## config.mk

```make
export PLATFORM = sky130hd
export DESIGN_NAME = three_term_recurrence_checksum
export DESIGN_NICKNAME = d
export VERILOG_FILES = /design/src/sv/ttrc_pkg.sv /design/src/sv/three_term_recurrence_checksum.sv /design/src/sv/ttrc_term_unit.sv
export SDC_FILE = /design/constraint.sdc
export NUM_CORES = 1
export LEC_CHECK = 0
export BUFFER_PORTS_ARGS = -buffer_cell sky130_fd_sc_hd__buf_2
export CORE_MARGIN = 2
export CORE_UTILIZATION = 60
export DETAILED_ROUTE_END_ITERATION = 7
export GPL_ROUTABILITY_DRIVEN = 0
export PLACE_DENSITY = 0.8
export SETUP_SLACK_MARGIN = 0.02
export SYNTH_ARGS = -nofsm -noshare
export SYNTH_HDL_FRONTEND = slang
export SYNTH_SLANG_ARGS = --single-unit
```

## constraint.sdc

```tcl
create_clock -name clk -period 20.7 [get_ports clk]
set_clock_uncertainty 0.2 [all_clocks]
set_input_delay 5.175 -clock clk [delete_from_list [all_inputs] [get_ports clk]]
set_output_delay 5.175 -clock clk [all_outputs]
set_load 0.02 [all_outputs]
```

## src/sv/ttrc_pkg.sv

```systemverilog
// Shared types, constants and the modulo-65535 fold for the
// three-term recurrence checksum. No dependencies.
`timescale 1ns / 1ps

package ttrc_pkg;

  localparam int ByteW = 8;
  localparam int TermW = 16;
  // Widest product: 9-bit multiplier times a 16-bit term.
  localparam int ProdW = 25;

  localparam logic [TermW-1:0] ModVal     = 16'hFFFF;
  localparam logic [TermW-1:0] FirstOff   = 16'd7;
  localparam logic [TermW-1:0] OlderReset = 16'd1;
  localparam logic [ByteW-1:0] AlphaStep  = 8'd17;
  localparam logic [ByteW-1:0] BetaStep   = 8'd31;

  // Recurrence state that the term unit reads.
  // alpha and beta track position*17 and position*31 modulo 256.
  typedef struct packed {
    logic [TermW-1:0] older;
    logic [TermW-1:0] newer;
    logic [ByteW-1:0] alpha;
    logic [ByteW-1:0] beta;
  } ttrc_state_t;

  // Reduce a 25-bit value modulo 65535. 2^16 is 1 modulo 65535, so the
  // upper bits fold onto the lower half, and one subtract finishes it.
  function automatic logic [TermW-1:0] fold_mod(input logic [ProdW-1:0] v);
    logic [TermW:0] s;
    s = {8'b0, v[ProdW-1:TermW]} + {1'b0, v[TermW-1:0]};
    if (s >= {1'b0, ModVal}) begin
      s = s - {1'b0, ModVal};
    end
    return s[TermW-1:0];
  endfunction

endpackage

```

## src/sv/three_term_recurrence_checksum.sv

```systemverilog
// Three-term recurrence checksum over a byte stream with a last-byte mark.
// Each accepted request is held in the input register; a last byte moves on into
// the result register once that register is free, and out_valid rises from there.
// Throughput: one byte per cycle; in_stall rises only while a last byte waits
// on a stalled, full result register.
// Reset (rst_n low, synchronous) empties both registers and restarts a message.
`timescale 1ns / 1ps

module three_term_recurrence_checksum (
  input  logic                       clk,
  input  logic                       rst_n,
  input  logic                       in_valid,
  output logic                       in_stall,
  input  logic [ttrc_pkg::ByteW-1:0] in_data_byte,
  input  logic                       in_last_byte,
  output logic                       out_valid,
  input  logic                       out_stall,
  output logic [ttrc_pkg::TermW-1:0] out_checksum_value
);
  import ttrc_pkg::*;

  logic             s1_valid_r;
  logic [ByteW-1:0] s1_data_r;
  logic             s1_last_r;
  ttrc_state_t      st_r;
  ttrc_state_t      st_nxt;
  logic             first_r;
  logic             first_nxt;
  logic             out_valid_r;
  logic [TermW-1:0] out_value_r;
  logic [TermW-1:0] term;
  logic [TermW-1:0] newer_nxt;
  logic             out_free;
  logic             s1_go;
  logic             in_acc;

  // Handshake: the held request moves on unless it is a last byte facing
  // a full, stalled result register.
  assign out_free = !out_valid_r || !out_stall;
  assign s1_go    = s1_valid_r && (!s1_last_r || out_free);
  assign in_stall = s1_valid_r && !s1_go;
  assign in_acc   = in_valid && !in_stall;

  ttrc_term_unit u_term (
    .state     (st_r),
    .data_byte (s1_data_r),
    .next_term (term)
  );

  // Next recurrence state for the held byte.
  always_comb begin
    newer_nxt = first_r ? ({8'b0, s1_data_r} + FirstOff) : term;
    st_nxt    = st_r;
    first_nxt = first_r;
    if (s1_go) begin
      if (s1_last_r) begin
        st_nxt.older = OlderReset;
        st_nxt.newer = '0;
        st_nxt.alpha = '0;
        st_nxt.beta  = '0;
        first_nxt    = 1'b1;
      end else begin
        st_nxt.older = first_r ? OlderReset : st_r.newer;
        st_nxt.newer = newer_nxt;
        st_nxt.alpha = st_r.alpha + AlphaStep;
        st_nxt.beta  = st_r.beta + BetaStep;
        first_nxt    = 1'b0;
      end
    end
  end

  // Input register, recurrence state and result register.
  always_ff @(posedge clk) begin
    if (!rst_n) begin
      s1_valid_r   <= 1'b0;
      out_valid_r  <= 1'b0;
      first_r      <= 1'b1;
      st_r.older   <= OlderReset;
      st_r.newer   <= '0;
      st_r.alpha   <= '0;
      st_r.beta    <= '0;
    end else begin
      if (in_acc) begin
        s1_valid_r <= 1'b1;
      end else if (s1_go) begin
        s1_valid_r <= 1'b0;
      end
      st_r    <= st_nxt;
      first_r <= first_nxt;
      if (s1_go && s1_last_r) begin
        out_valid_r <= 1'b1;
      end else if (!out_stall) begin
        out_valid_r <= 1'b0;
      end
    end
  end

  // Payload registers carry no reset.
  always_ff @(posedge clk) begin
    if (in_acc) begin
      s1_data_r <= in_data_byte;
      s1_last_r <= in_last_byte;
    end
    if (s1_go && s1_last_r) begin
      out_value_r <= newer_nxt;
    end
  end

  assign out_valid          = out_valid_r;
  assign out_checksum_value = out_value_r;

endmodule

```

## src/sv/ttrc_term_unit.sv

```systemverilog
// Combinational next-term logic: two products, their folds and the
// signed difference reduced modulo 65535. Depends on ttrc_pkg.
`timescale 1ns / 1ps

module ttrc_term_unit (
  input  ttrc_pkg::ttrc_state_t      state,
  input  logic [ttrc_pkg::ByteW-1:0] data_byte,
  output logic [ttrc_pkg::TermW-1:0] next_term
);
  import ttrc_pkg::*;

  logic [ByteW:0]   mul_a;
  logic [ProdW-1:0] prod;
  logic [ProdW-1:0] sub;
  logic             neg;
  logic [TermW-1:0] prod_m;
  logic [TermW-1:0] sub_m;
  logic [TermW+1:0] diff;
  logic [TermW+1:0] fixed;

  // Products of the two older terms with their coefficients.
  // Both operands are widened first so the products keep all their bits.
  assign mul_a = {1'b0, data_byte} + {1'b0, state.alpha};
  assign prod  = {{(ProdW-ByteW-1){1'b0}}, mul_a} * {{(ProdW-TermW){1'b0}}, state.newer};
  assign sub   = {{(ProdW-ByteW){1'b0}}, state.beta} * {{(ProdW-TermW){1'b0}}, state.older};

  // A negative true difference wraps in 64 bits, which adds one mod 65535.
  assign neg    = prod < sub;
  assign prod_m = fold_mod(prod);
  assign sub_m  = fold_mod(sub);

  assign diff = {2'b0, prod_m} + {{(TermW+1){1'b0}}, neg} - {2'b0, sub_m};

  // Bring the difference back into 0..65534.
  always_comb begin
    if (diff[TermW+1]) begin
      fixed = diff + {2'b0, ModVal};
    end else if (diff >= {2'b0, ModVal}) begin
      fixed = diff - {2'b0, ModVal};
    end else begin
      fixed = diff;
    end
  end

  assign next_term = fixed[TermW-1:0];

endmodule

```

==> flow_summary.ini, run 1 <==
[yosys]
synth-seq-cells = 76
netlist_area_sq_mm = 0.0157
yosysWarnings = 0
netlist_instances = 1875
synth_area_per_cell_sq_um = 8.38
yosysUniqueCellTypes = 84
synthFlopType = dfxtp_1
synth-edff-count = 25
seq_area_frac_synth_pct = 11.3
synth-async-reset-ratio_pct = 0
synthesis.nets = 2252

[pwr]
p_sw_share_pct = 51.7
p_int_uw = 610
power_frac_comb_pct = 71.6
peakVddDrop_mv = 0.208
seqPwrFrac_pct = 14.7
p_clk_share_pct = 13.7
power.density_mw_per_mm2 = 77.3
power.leakage_uw = 0.00796
power.switching_uw = 652
power_uw = 1260

[clock_network]
cts_tree = built
cts_max_path_buffers = 2
cts_resized = 0
cts_buffers = 9
cts-htree-levels = 3
clk_latency_ns = 0.35
clock_sinks = 76
postCtsHoldBufs = 0
clk_pin_slew_ns = 0.07
postCtsSetupRepairBufs = 0
cts-root-buf = clkbuf_16

[global_route]
grt_pass1_vias = 13639
grt.overflow.total = 0
antenna_found_initial = 1
grt_pass1_wl_microns = 68600
grt_use_total_pct = 30.6
grt_start_max_net_pins = 27

[worst_setup_path]
setup.worst_path.end = out_checksum_value[1]
worst_path_largest_cell_delay_ns = 0.93
reg2reg_from = st_r[8]
cp-end-kind = flop
start_kind = flop
crit_type = flop to flop
worst_path_most_repeated_cell = fa_1
crit_slowest_cell = a2111oi_0
reg2regPathDepth = 48
path_max_fanout = 16
crit_required_ns = 20.56
crit_start = st_r[8]
worst-r2r-setup-slack_ns = 6.09
critPathArrivalTime_ns = 14.47
r2r_end = out_checksum_value[1]

[detailed_routing]
vias = 13390
routed_wl_microns = 41600
drt_first_pass_iters = 6
drt_iter0_markers = 1089
wl_per_cell_microns = 19.1
vias_per_cell = 6.15
ant_nets = 0
drc_errors = 0

[final_layout]
drive_gt1_share_pct = 4.56
multi_input_area_sq_mm = 0.0126
nFillCells = 2135
area_growth_pct = 3.90
seqCellArea_sq_mm = 0.00177
nets = 2214
antenna_cells = 0

[placed_design]
hpwl_microns = 33000
io_buffers = 30
dp_slack_ns = 6.42

[timing]
drv_slew = 0
fin_ws_ns = 6.09
fmax_mhz = 68.4
rsz0062_at_grt = no
period_share_pct = 70.6
hold_viol = 0
setup_viol = 0
slew-limit-headroom_pct = 28.1
tightestPinTransition_ns = 1.07
fin_crit_ns = 14.61
setup-tns-final_ns = 0

[status]
status = finished, final reports clean

[floorplanning]
row_count = 59
die_x_microns = 166
die_y_microns = 166
floorplan.io_pins = 31
coreArea_sq_mm = 0.0259
start_util_pct = 60.6
die_area_sq_mm = 0.0275

[min_path]
hold_class = flop to flop
hp-start = out_valid

[run]
maxCapViolCount = 0
[cells in the mapped netlist, types with 14 or more instances]
| cell type | n | area [sq um] |
|---|---|---|
| xnor2_1 | 71 | 622 |
| dfxtp_1 | 51 | 1020 |
| a211oi_1 | 15 | 113 |
| a21o_1 | 28 | 210 |
| edfxtp_1 | 25 | 751 |
| nand2_1 | 215 | 807 |
| nand2b_1 | 17 | 106 |
| ha_1 | 176 | 2200 |
| a21oi_1 | 66 | 330 |
| xor2_1 | 44 | 385 |
| and3_1 | 15 | 93.8 |
| nor2_1 | 84 | 315 |
| and2_1 | 142 | 888 |
| nand3_1 | 47 | 235 |
| nor3_1 | 38 | 190 |
| fa_1 | 188 | 3760 |
| inv_1 | 262 | 983 |
| a21boi_0 | 21 | 158 |
| o211ai_1 | 14 | 105 |
| clkbuf_1 | 74 | 278 |
| o21a_1 | 17 | 128 |
| o21ai_0 | 46 | 230 |
[state kept, by name, summed over array words and instances, names as in the netlist]
signal	count
st_r	48
first_r	1
out_checksum_value	16
out_valid	1
s1_last_r	1
s1_valid_r	1
s1_data_r	8
[area by class of cell]
class / count / area share [%]
clock buffer: 13 / 1.86
clock inverter: 3 / 0.123
inverter: 262 / 6.03
multi-input combinational: 1452 / 77.4
sequential: 76 / 10.9
tap: 335 / 2.57
timing repair buffer: 36 / 1.20
[cells by family (layout without fill, tap and decap cells)]
logic type / count (synthesis) / in the layout / synth area share, %
AND/OR/NAND/NOR: 631 / 631 / 20.1
adder cells (fa/ha/maj): 364 / 364 / 38.0
buffers and inverters: 347 / 314 / 8.43
XOR/XNOR: 116 / 116 / 6.52
multiplexers: 12 / 12 / 0.773
AO/OA/AOI/OAI: 329 / 329 / 14.9
flip-flops: 76 / 76 / 11.3
[power groups by stage]
stage                     registers, uW  clock network, uW  logic (uW)
after floorplan                     175                  0         703
after global placement              187                  0         861
after detailed placement            187                  0         880
after CTS                           184                173         885
after global routing                186                178         989
final                               185                173         904
[per-stage QoR]
step	utilization, %	hold slack [ns]	std cells	area, sq um
final	63.0	0.291	2177	16300
after global routing	63.0	0.324	2177	16300
after CTS	63.0	0.296	2177	16300
after detailed placement	61.7	0.290	2161	16000
after global placement	61.7	0.273	2161	16000
after floorplan	-	0.253	1875	15700
[metal layers]
metal,global-route usage (%),vias to the layer above,share of wire (%)
met2,49.4,571,47
li1,-,6143,-
met1,40.9,6554,41
met3,7.24,120,9.2
met4,9.64,2,3.0
met5,0,-,0.031
[critical path, delay by kind of cell (launching register included)]
| kind | cells | cell delay (ns) |
|---|---|---|
| fa+ha+maj | 11 | 4.48 |
| flops | 1 | 0.43 |
| simple gates | 6 | 1.58 |
| compound gates | 24 | 7.06 |
| buf+inv | 5 | 0.28 |
| xor+xnor | 2 | 0.26 |
[layout by cell type, fill, tap and decap left out, types with 7 or more instances in the layout]
cell	instances
nand3_1	47
fa_1	188
dfxtp_1	51
a21oi_1	66
nand4_1	12
or2_2	8
nand2b_1	17
a211o_1	10
nand2_1	215
o21ai_0	46
o211ai_1	14
inv_1	262
a21boi_0	21
nor3_1	38
mux2i_1	11
and2_1	142
a211oi_1	15
buf_2	30
nor4_1	8
ha_1	176
o221ai_1	7
a21o_1	28
xnor2_1	69
edfxtp_1	25
o21a_1	17
xor2_1	44
o21ai_1	7
or3_1	11
o21bai_1	10
a31oi_1	13
clkbuf_16	12
nor2b_1	13
o31ai_1	12
and3_1	15
nor2_1	84
[worst min-delay path by stage]
stage	endpoint	slack, ns	cells after the start
6_report	out_valid	0.29	2
5_1_grt	out_valid	0.32	2
4_1_cts	out_valid	0.30	2
3_5_place_dp	out_valid	0.29	2
3_3_place_gp	out_valid	0.27	2
2_1_floorplan	st_r[47]	0.25	2
No activity file was read; power rests on OpenSTA's default activity.
==> inputs of run 2 (changes only) <==
--- a/config.mk
+++ b/config.mk
@@ -5,6 +5,7 @@
 export SDC_FILE = /design/constraint.sdc
 export NUM_CORES = 1
 export LEC_CHECK = 0
+export ABC_AREA = 1
 export BUFFER_PORTS_ARGS = -buffer_cell sky130_fd_sc_hd__buf_2
 export CORE_MARGIN = 2
 export CORE_UTILIZATION = 60
==> constraint.sdc (replaced) <==
create_clock -name clk -period 13.85 [get_ports clk]
set_clock_uncertainty 0.2 [all_clocks]
set_input_delay 3.4625 -clock clk [delete_from_list [all_inputs] [get_ports clk]]
set_output_delay 3.4625 -clock clk [all_outputs]
set_load 0.02 [all_outputs]
==> run 2 against run 1 <==
Synthesized cell count is 28% higher. Critical path depth is 15 higher. Count of clock-buffer cells in the layout is 3 lower. Fmax is 17% higher. Sequential power is 45% higher. First-iteration DRC count is 6.0% higher. Core utilization is 0.47 points higher. Final area is 4.5% higher.
==> flow_summary.ini, run 2 <==
[clock_network]
cts_tree = built
cts-htree-levels = 3
postCtsSetupRepairBufs = 0
clk_latency_ns = 0.35
cts_max_path_buffers = 2
postCtsHoldBufs = 0
cts-root-buf = clkbuf_16
cts_resized = 0
cts_buffers = 9
clock_sinks = 76
clk_pin_slew_ns = 0.06

[detailed_routing]
drc_errors = 0
drt_first_pass_iters = 6
vias = 15194
vias_per_cell = 5.60
ant_nets = 0
routed_wl_microns = 42900
wl_per_cell_microns = 15.8
drt_iter0_markers = 1154

[timing]
setup_viol = 0
fmax_mhz = 80.1
fin_crit_ns = 12.48
slew-limit-headroom_pct = 29.4
hold_viol = 0
tightestPinTransition_ns = 1.05
period_share_pct = 90.1
drv_slew = 0
rsz0062_at_grt = no
setup-tns-final_ns = 0

[floorplanning]
start_util_pct = 61.0
coreArea_sq_mm = 0.0269
die_x_microns = 169
die_y_microns = 169
floorplan.io_pins = 31
die_area_sq_mm = 0.0287
row_count = 60

[final_layout]
stdcell_count = 2715
drive_gt1_share_pct = 3.96
antenna_cells = 0
area_growth_pct = 4.01
nFillCells = 2396
nets = 2746
final_common_cell = nand2_1
utilization_pct = 63.5
layout.cells.most_common_list = 669 x nand2_1, 526 x inv_1, 188 x fa_1
largest_reg_flops = 48
regMostFlops = st_r

[worst_setup_path]
cp-end-kind = flop
worst_path_largest_cell_delay_ns = 0.55
reg2regPathDepth = 63
crit_required_ns = 13.75
crit_type = flop to flop
path_depth = 63
worst_path_most_repeated_cell = nand2_1
start_kind = flop
worst-r2r-setup-slack_ns = 1.37
r2r_end = out_checksum_value[2]
critPathArrivalTime_ns = 12.37
cpLargestDelayFamily = simple AND/OR/NAND/NOR gates
cp_num_buf_inv = 9
crit_slowest_cell = fa_1
path_max_fanout = 17
reg2reg_from = s1_data_r[2]

[yosys]
synth-async-reset-ratio_pct = 0
synth-edff-count = 25
synthesis.nets = 2772
yosysWarnings = 0
synth_area_per_cell_sq_um = 6.85
synth_area_leaders = fa_1 23%, nand2_1 15%, ha_1 13%
synth-seq-cells = 76
yosysUniqueCellTypes = 54
seq_area_frac_synth_pct = 10.8
netlist_area_sq_mm = 0.0164
yosysMostFrequentCell = nand2_1
synth_common_cells = 669 x nand2_1, 526 x inv_1, 188 x fa_1
synth_top_cell_area_share_pct = 23.0
synthFlopType = dfxtp_1
netlist_instances = 2395
yosysTopAreaCell = fa_1

[placed_design]
io_buffers = 30
hpwl_microns = 35400
dpl.cell_count = 2699

[min_path]
hold_class = flop to flop
hold_depth = 1
min_to = st_r[14]
hp-start = st_r[14]

[pwr]
power.leakage_uw = 0.00984
peakVddDrop_mv = 0.176
power.density_mw_per_mm2 = 105
power_uw = 1800

[global_route]
grt_pass1_wl_microns = 71000
antenna_found_initial = 0
grt_pass1_vias = 14899
grt.overflow.total = 0
grt_use_total_pct = 30.5
grt_start_max_net_pins = 48

[status]
status = finished, final reports clean

[run]
maxCapViolCount = 0
==> run 2: cell types whose count changed after synthesis, moves of 16 or more <==
cell	before	now
nor2_1	84	150
nand4_1	12	33
inv_1	262	526
a21o_1	28	0
xnor2_1	71	16
a21oi_1	66	119
a21boi_0	21	3
and2_1	142	8
nand2_1	215	669
nor3_1	38	22
nand3_1	47	142
nand2b_1	17	0
==> run 2: area by class of cell <==
| class | instances | area, sq um | area share (%) |
|---|---|---|---|
| Timing Repair Buffer | 33 | 173 | 1.01 |
| Multi-Input combinational cell | 1717 | 12300 | 72.4 |
| Inverter | 532 | 2000 | 11.7 |
| Sequential cell | 76 | 1770 | 10.4 |
| Clock buffer | 10 | 250 | 1.47 |
| Clock inverter | 6 | 91.3 | 0.536 |
| Tap cell | 341 | 427 | 2.50 |
==> run 2: layer usage <==
metal  global-route usage, %  up-vias  part of all wire (%)
li1                        -     7281                     -
met2                    53.2      659                    48
met5                       0        -                     0
met1                    38.9     7128                    41
met3                    3.52      126                   7.1
met4                    12.0        0                   3.9
==> run 2: cell families after synthesis <==
kind of cell / count (synthesis) / synth area share (%)
buf+inv: 602 / 13.9
xor+xnor: 65 / 3.91
fa+ha+maj: 364 / 36.4
compound gates: 215 / 7.36
simple gates: 1073 / 27.6
flops: 76 / 10.8
==> run 2: power by group <==
part / switching [uW] / internal [uW] / leakage (uW)
combinational: 862 / 395 / 0.00902
clock: 99.9 / 170 / 0.000169
sequential: 23.2 / 246 / 0.000652
==> run 2: how the worst max path moves through the flow <==
| stage | from | to | slack (ns) |
|---|---|---|---|
| 2_1_floorplan | s1_data_r[2] | out_checksum_value[14] | 2.97 |
| 3_3_place_gp | s1_data_r[2] | out_checksum_value[2] | 1.93 |
| 3_5_place_dp | s1_data_r[2] | out_checksum_value[2] | 1.39 |
| 4_1_cts | s1_data_r[2] | out_checksum_value[2] | 1.27 |
| 5_1_grt | s1_data_r[2] | st_r[16] | 0.25 |
| 6_report | s1_data_r[2] | out_checksum_value[2] | 1.37 |
==> run 2: worst register-to-register path: cells and delay by family (launching register included) <==
| family | cells | cell delay, ns |
|---|---|---|
| DFF | 1 | 0.41 |
| and+or+nand+nor | 32 | 4.11 |
| adders and majority gates | 9 | 3.82 |
| buffers and inverters | 9 | 1.07 |
| xor gates and xnor gates | 2 | 0.47 |
| AOI/OAI and AO/OA | 11 | 2.12 |
==> run 2: metrics by stage <==
stage | hold slack (ns) | cell area (sq um) | worst slack, ns
3_5_place_dp | 0.297 | 16700 | 1.39
6_report | 0.317 | 17100 | 1.37
3_3_place_gp | 0.283 | 16700 | 1.93
4_1_cts | 0.315 | 17000 | 1.27
2_1_floorplan | 0.242 | 16400 | 2.97
5_1_grt | 0.330 | 17100 | 0.255
==> inputs of run 3 (changes only) <==
==> constraint.sdc (replaced) <==
create_clock -name clk -period 15.02 [get_ports clk]
set_clock_uncertainty 0.2 [all_clocks]
set_input_delay 3.755 -clock clk [delete_from_list [all_inputs] [get_ports clk]]
set_output_delay 3.755 -clock clk [all_outputs]
set_load 0.02 [all_outputs]
==> run 3 against run 2 <==
Routed wire length shrank 0.99%. Worst setup slack gained 1.0 ns. Sequential share of layout area is essentially flat. Cell count is the same. Non-clock buffer count is the same. Sequential cell count is the same. Power shrank 9.8%. Largest power group unchanged.
==> flow_summary.ini, run 3 (synthesized netlist as in run 2, its figures left out) <==
[floorplanning]
die_area_sq_mm = 0.0287
floorplan.io_pins = 31
die_x_microns = 169
start_util_pct = 61.0
row_count = 60
die_y_microns = 169
coreArea_sq_mm = 0.0269

[final_layout]
regMostFlops = st_r
nets = 2746
layout.cells.most_common_list = 669 x nand2_1, 526 x inv_1, 188 x fa_1
largest_reg_flops = 48
seqCellArea_sq_mm = 0.00177
antenna_cells = 0
area_growth_pct = 3.78
drive_gt1_share_pct = 3.96
nFillCells = 2363
final_common_cell = nand2_1
multi_input_area_sq_mm = 0.0123

[clock_network]
cts_max_path_buffers = 2
postCtsSetupRepairBufs = 0
postCtsHoldBufs = 0
cts_buffers = 9
clk_pin_slew_ns = 0.06
clock_sinks = 76
cts-htree-levels = 3
clk_latency_ns = 0.35
cts_resized = 0
cts-root-buf = clkbuf_16
cts_tree = built

[timing]
hold_viol = 0
slew-limit-headroom_pct = 30.1
fmax_mhz = 79.3
setup-tns-final_ns = 0
tightestPinTransition_ns = 1.04
drv_slew = 0
setup_viol = 0
period_share_pct = 84.0
rsz0062_at_grt = no
fin_crit_ns = 12.61
fin_ws_ns = 2.41

[detailed_routing]
ant_nets = 0
drt_first_pass_iters = 7
wl_per_cell_microns = 15.6
drc_errors = 0
drt_iter0_markers = 1132
routed_wl_microns = 42500
vias = 15150
vias_per_cell = 5.58

[pwr]
power.leakage_uw = 0.00982
peakVddDrop_mv = 0.168
power.density_mw_per_mm2 = 95.3

[placed_design]
io_buffers = 30
dp_slack_ns = 2.57
hpwl_microns = 35400

[worst_setup_path]
cp_num_buf_inv = 9
crit_required_ns = 14.92
critPathArrivalTime_ns = 12.51
worst_path_most_repeated_cell = nand2_1
start_kind = flop
reg2reg_from = s1_data_r[2]
path_max_fanout = 17
setup.worst_path.end = out_checksum_value[2]
crit_start = s1_data_r[2]
crit_slowest_cell = a21oi_2
crit_type = flop to flop
path_depth = 63
cp-end-kind = flop
reg2regPathDepth = 63
r2r_end = out_checksum_value[2]
worst-r2r-setup-slack_ns = 2.41
cpLargestDelayFamily = simple AND/OR/NAND/NOR gates
worst_path_largest_cell_delay_ns = 0.59

[status]
status = finished, final reports clean

[min_path]
hold_class = flop to flop
hold_depth = 2

[global_route]
grt_pass1_wl_microns = 71000
grt.overflow.total = 0
grt_start_max_net_pins = 48
grt_use_total_pct = 30.6
grt_pass1_vias = 14996
antenna_found_initial = 0

[run]
maxCapViolCount = 0
==> run 3: changes by cell type in the layout (fill, tap and decap cells not counted) <==
| cell | before | now |
|---|---|---|
| clkinv_2 | 1 | 0 |
| clkbuf_8 | 0 | 1 |
| clkinv_4 | 0 | 3 |
| a21oi_4 | 2 | 1 |
| bufinv_16 | 2 | 1 |
| clkinvlp_4 | 0 | 1 |
| inv_6 | 3 | 1 |
| a21oi_2 | 4 | 5 |
| clkbuf_16 | 10 | 9 |
==> run 3: per-layer routing <==
layer / share of wire [%] / GRT usage, % / routed length, microns
met1: 41 / 38.6 / 17400
met2: 47 / 53.0 / 20100
met3: 7.3 / 4.69 / 3110
met4: 4.3 / 11.6 / 1830
met5: 0 / 0 / 0
==> run 3: worst min-delay path by stage <==
stage	startpoint	slack (ns)	end
floorplan	st_r[15]	0.24	st_r[15]
global placement	st_r[10]	0.28	st_r[10]
detailed placement	st_r[10]	0.29	st_r[10]
CTS	st_r[10]	0.31	st_r[10]
global route	st_r[10]	0.33	st_r[10]
finish	st_r[15]	0.31	st_r[15]
==> run 3: cell type report <==
cell class,instances,share of cell area [%]
repair buffers,33,1.01
flip-flops and latches,76,10.4
well taps,341,2.51
clock buffers,10,1.40
multi-input cells,1717,72.5
clock inverters,6,0.426
inverters,532,11.7
==> run 3: tightest hold or removal path, delay by kind of cell, from the launching register on <==
family / cells / cell delay [ns]
AOI/OAI and AO/OA: 1 / 0.05
DFF: 1 / 0.34
buffers and inverters: 1 / 0.07
==> run 3: power by group <==
part / internal (uW) / total (uW) / switching (uW)
Combinational: 362 / 1150 / 784
Clock: 135 / 227 / 92.2
Sequential: 226 / 248 / 21.5
==> run 3: per-stage QoR <==
stage	std cells	power (uW)	cell area (sq um)	hold slack [ns]	util [%]
3_3_place_gp	2699	1330	16700	0.283	62.2
3_5_place_dp	2699	1360	16700	0.294	62.2
5_1_grt	2715	1780	17000	0.332	63.3
4_1_cts	2715	1590	17000	0.314	63.3
6_report	2715	1620	17000	0.313	63.3
2_1_floorplan	2395	1120	16400	0.242	-
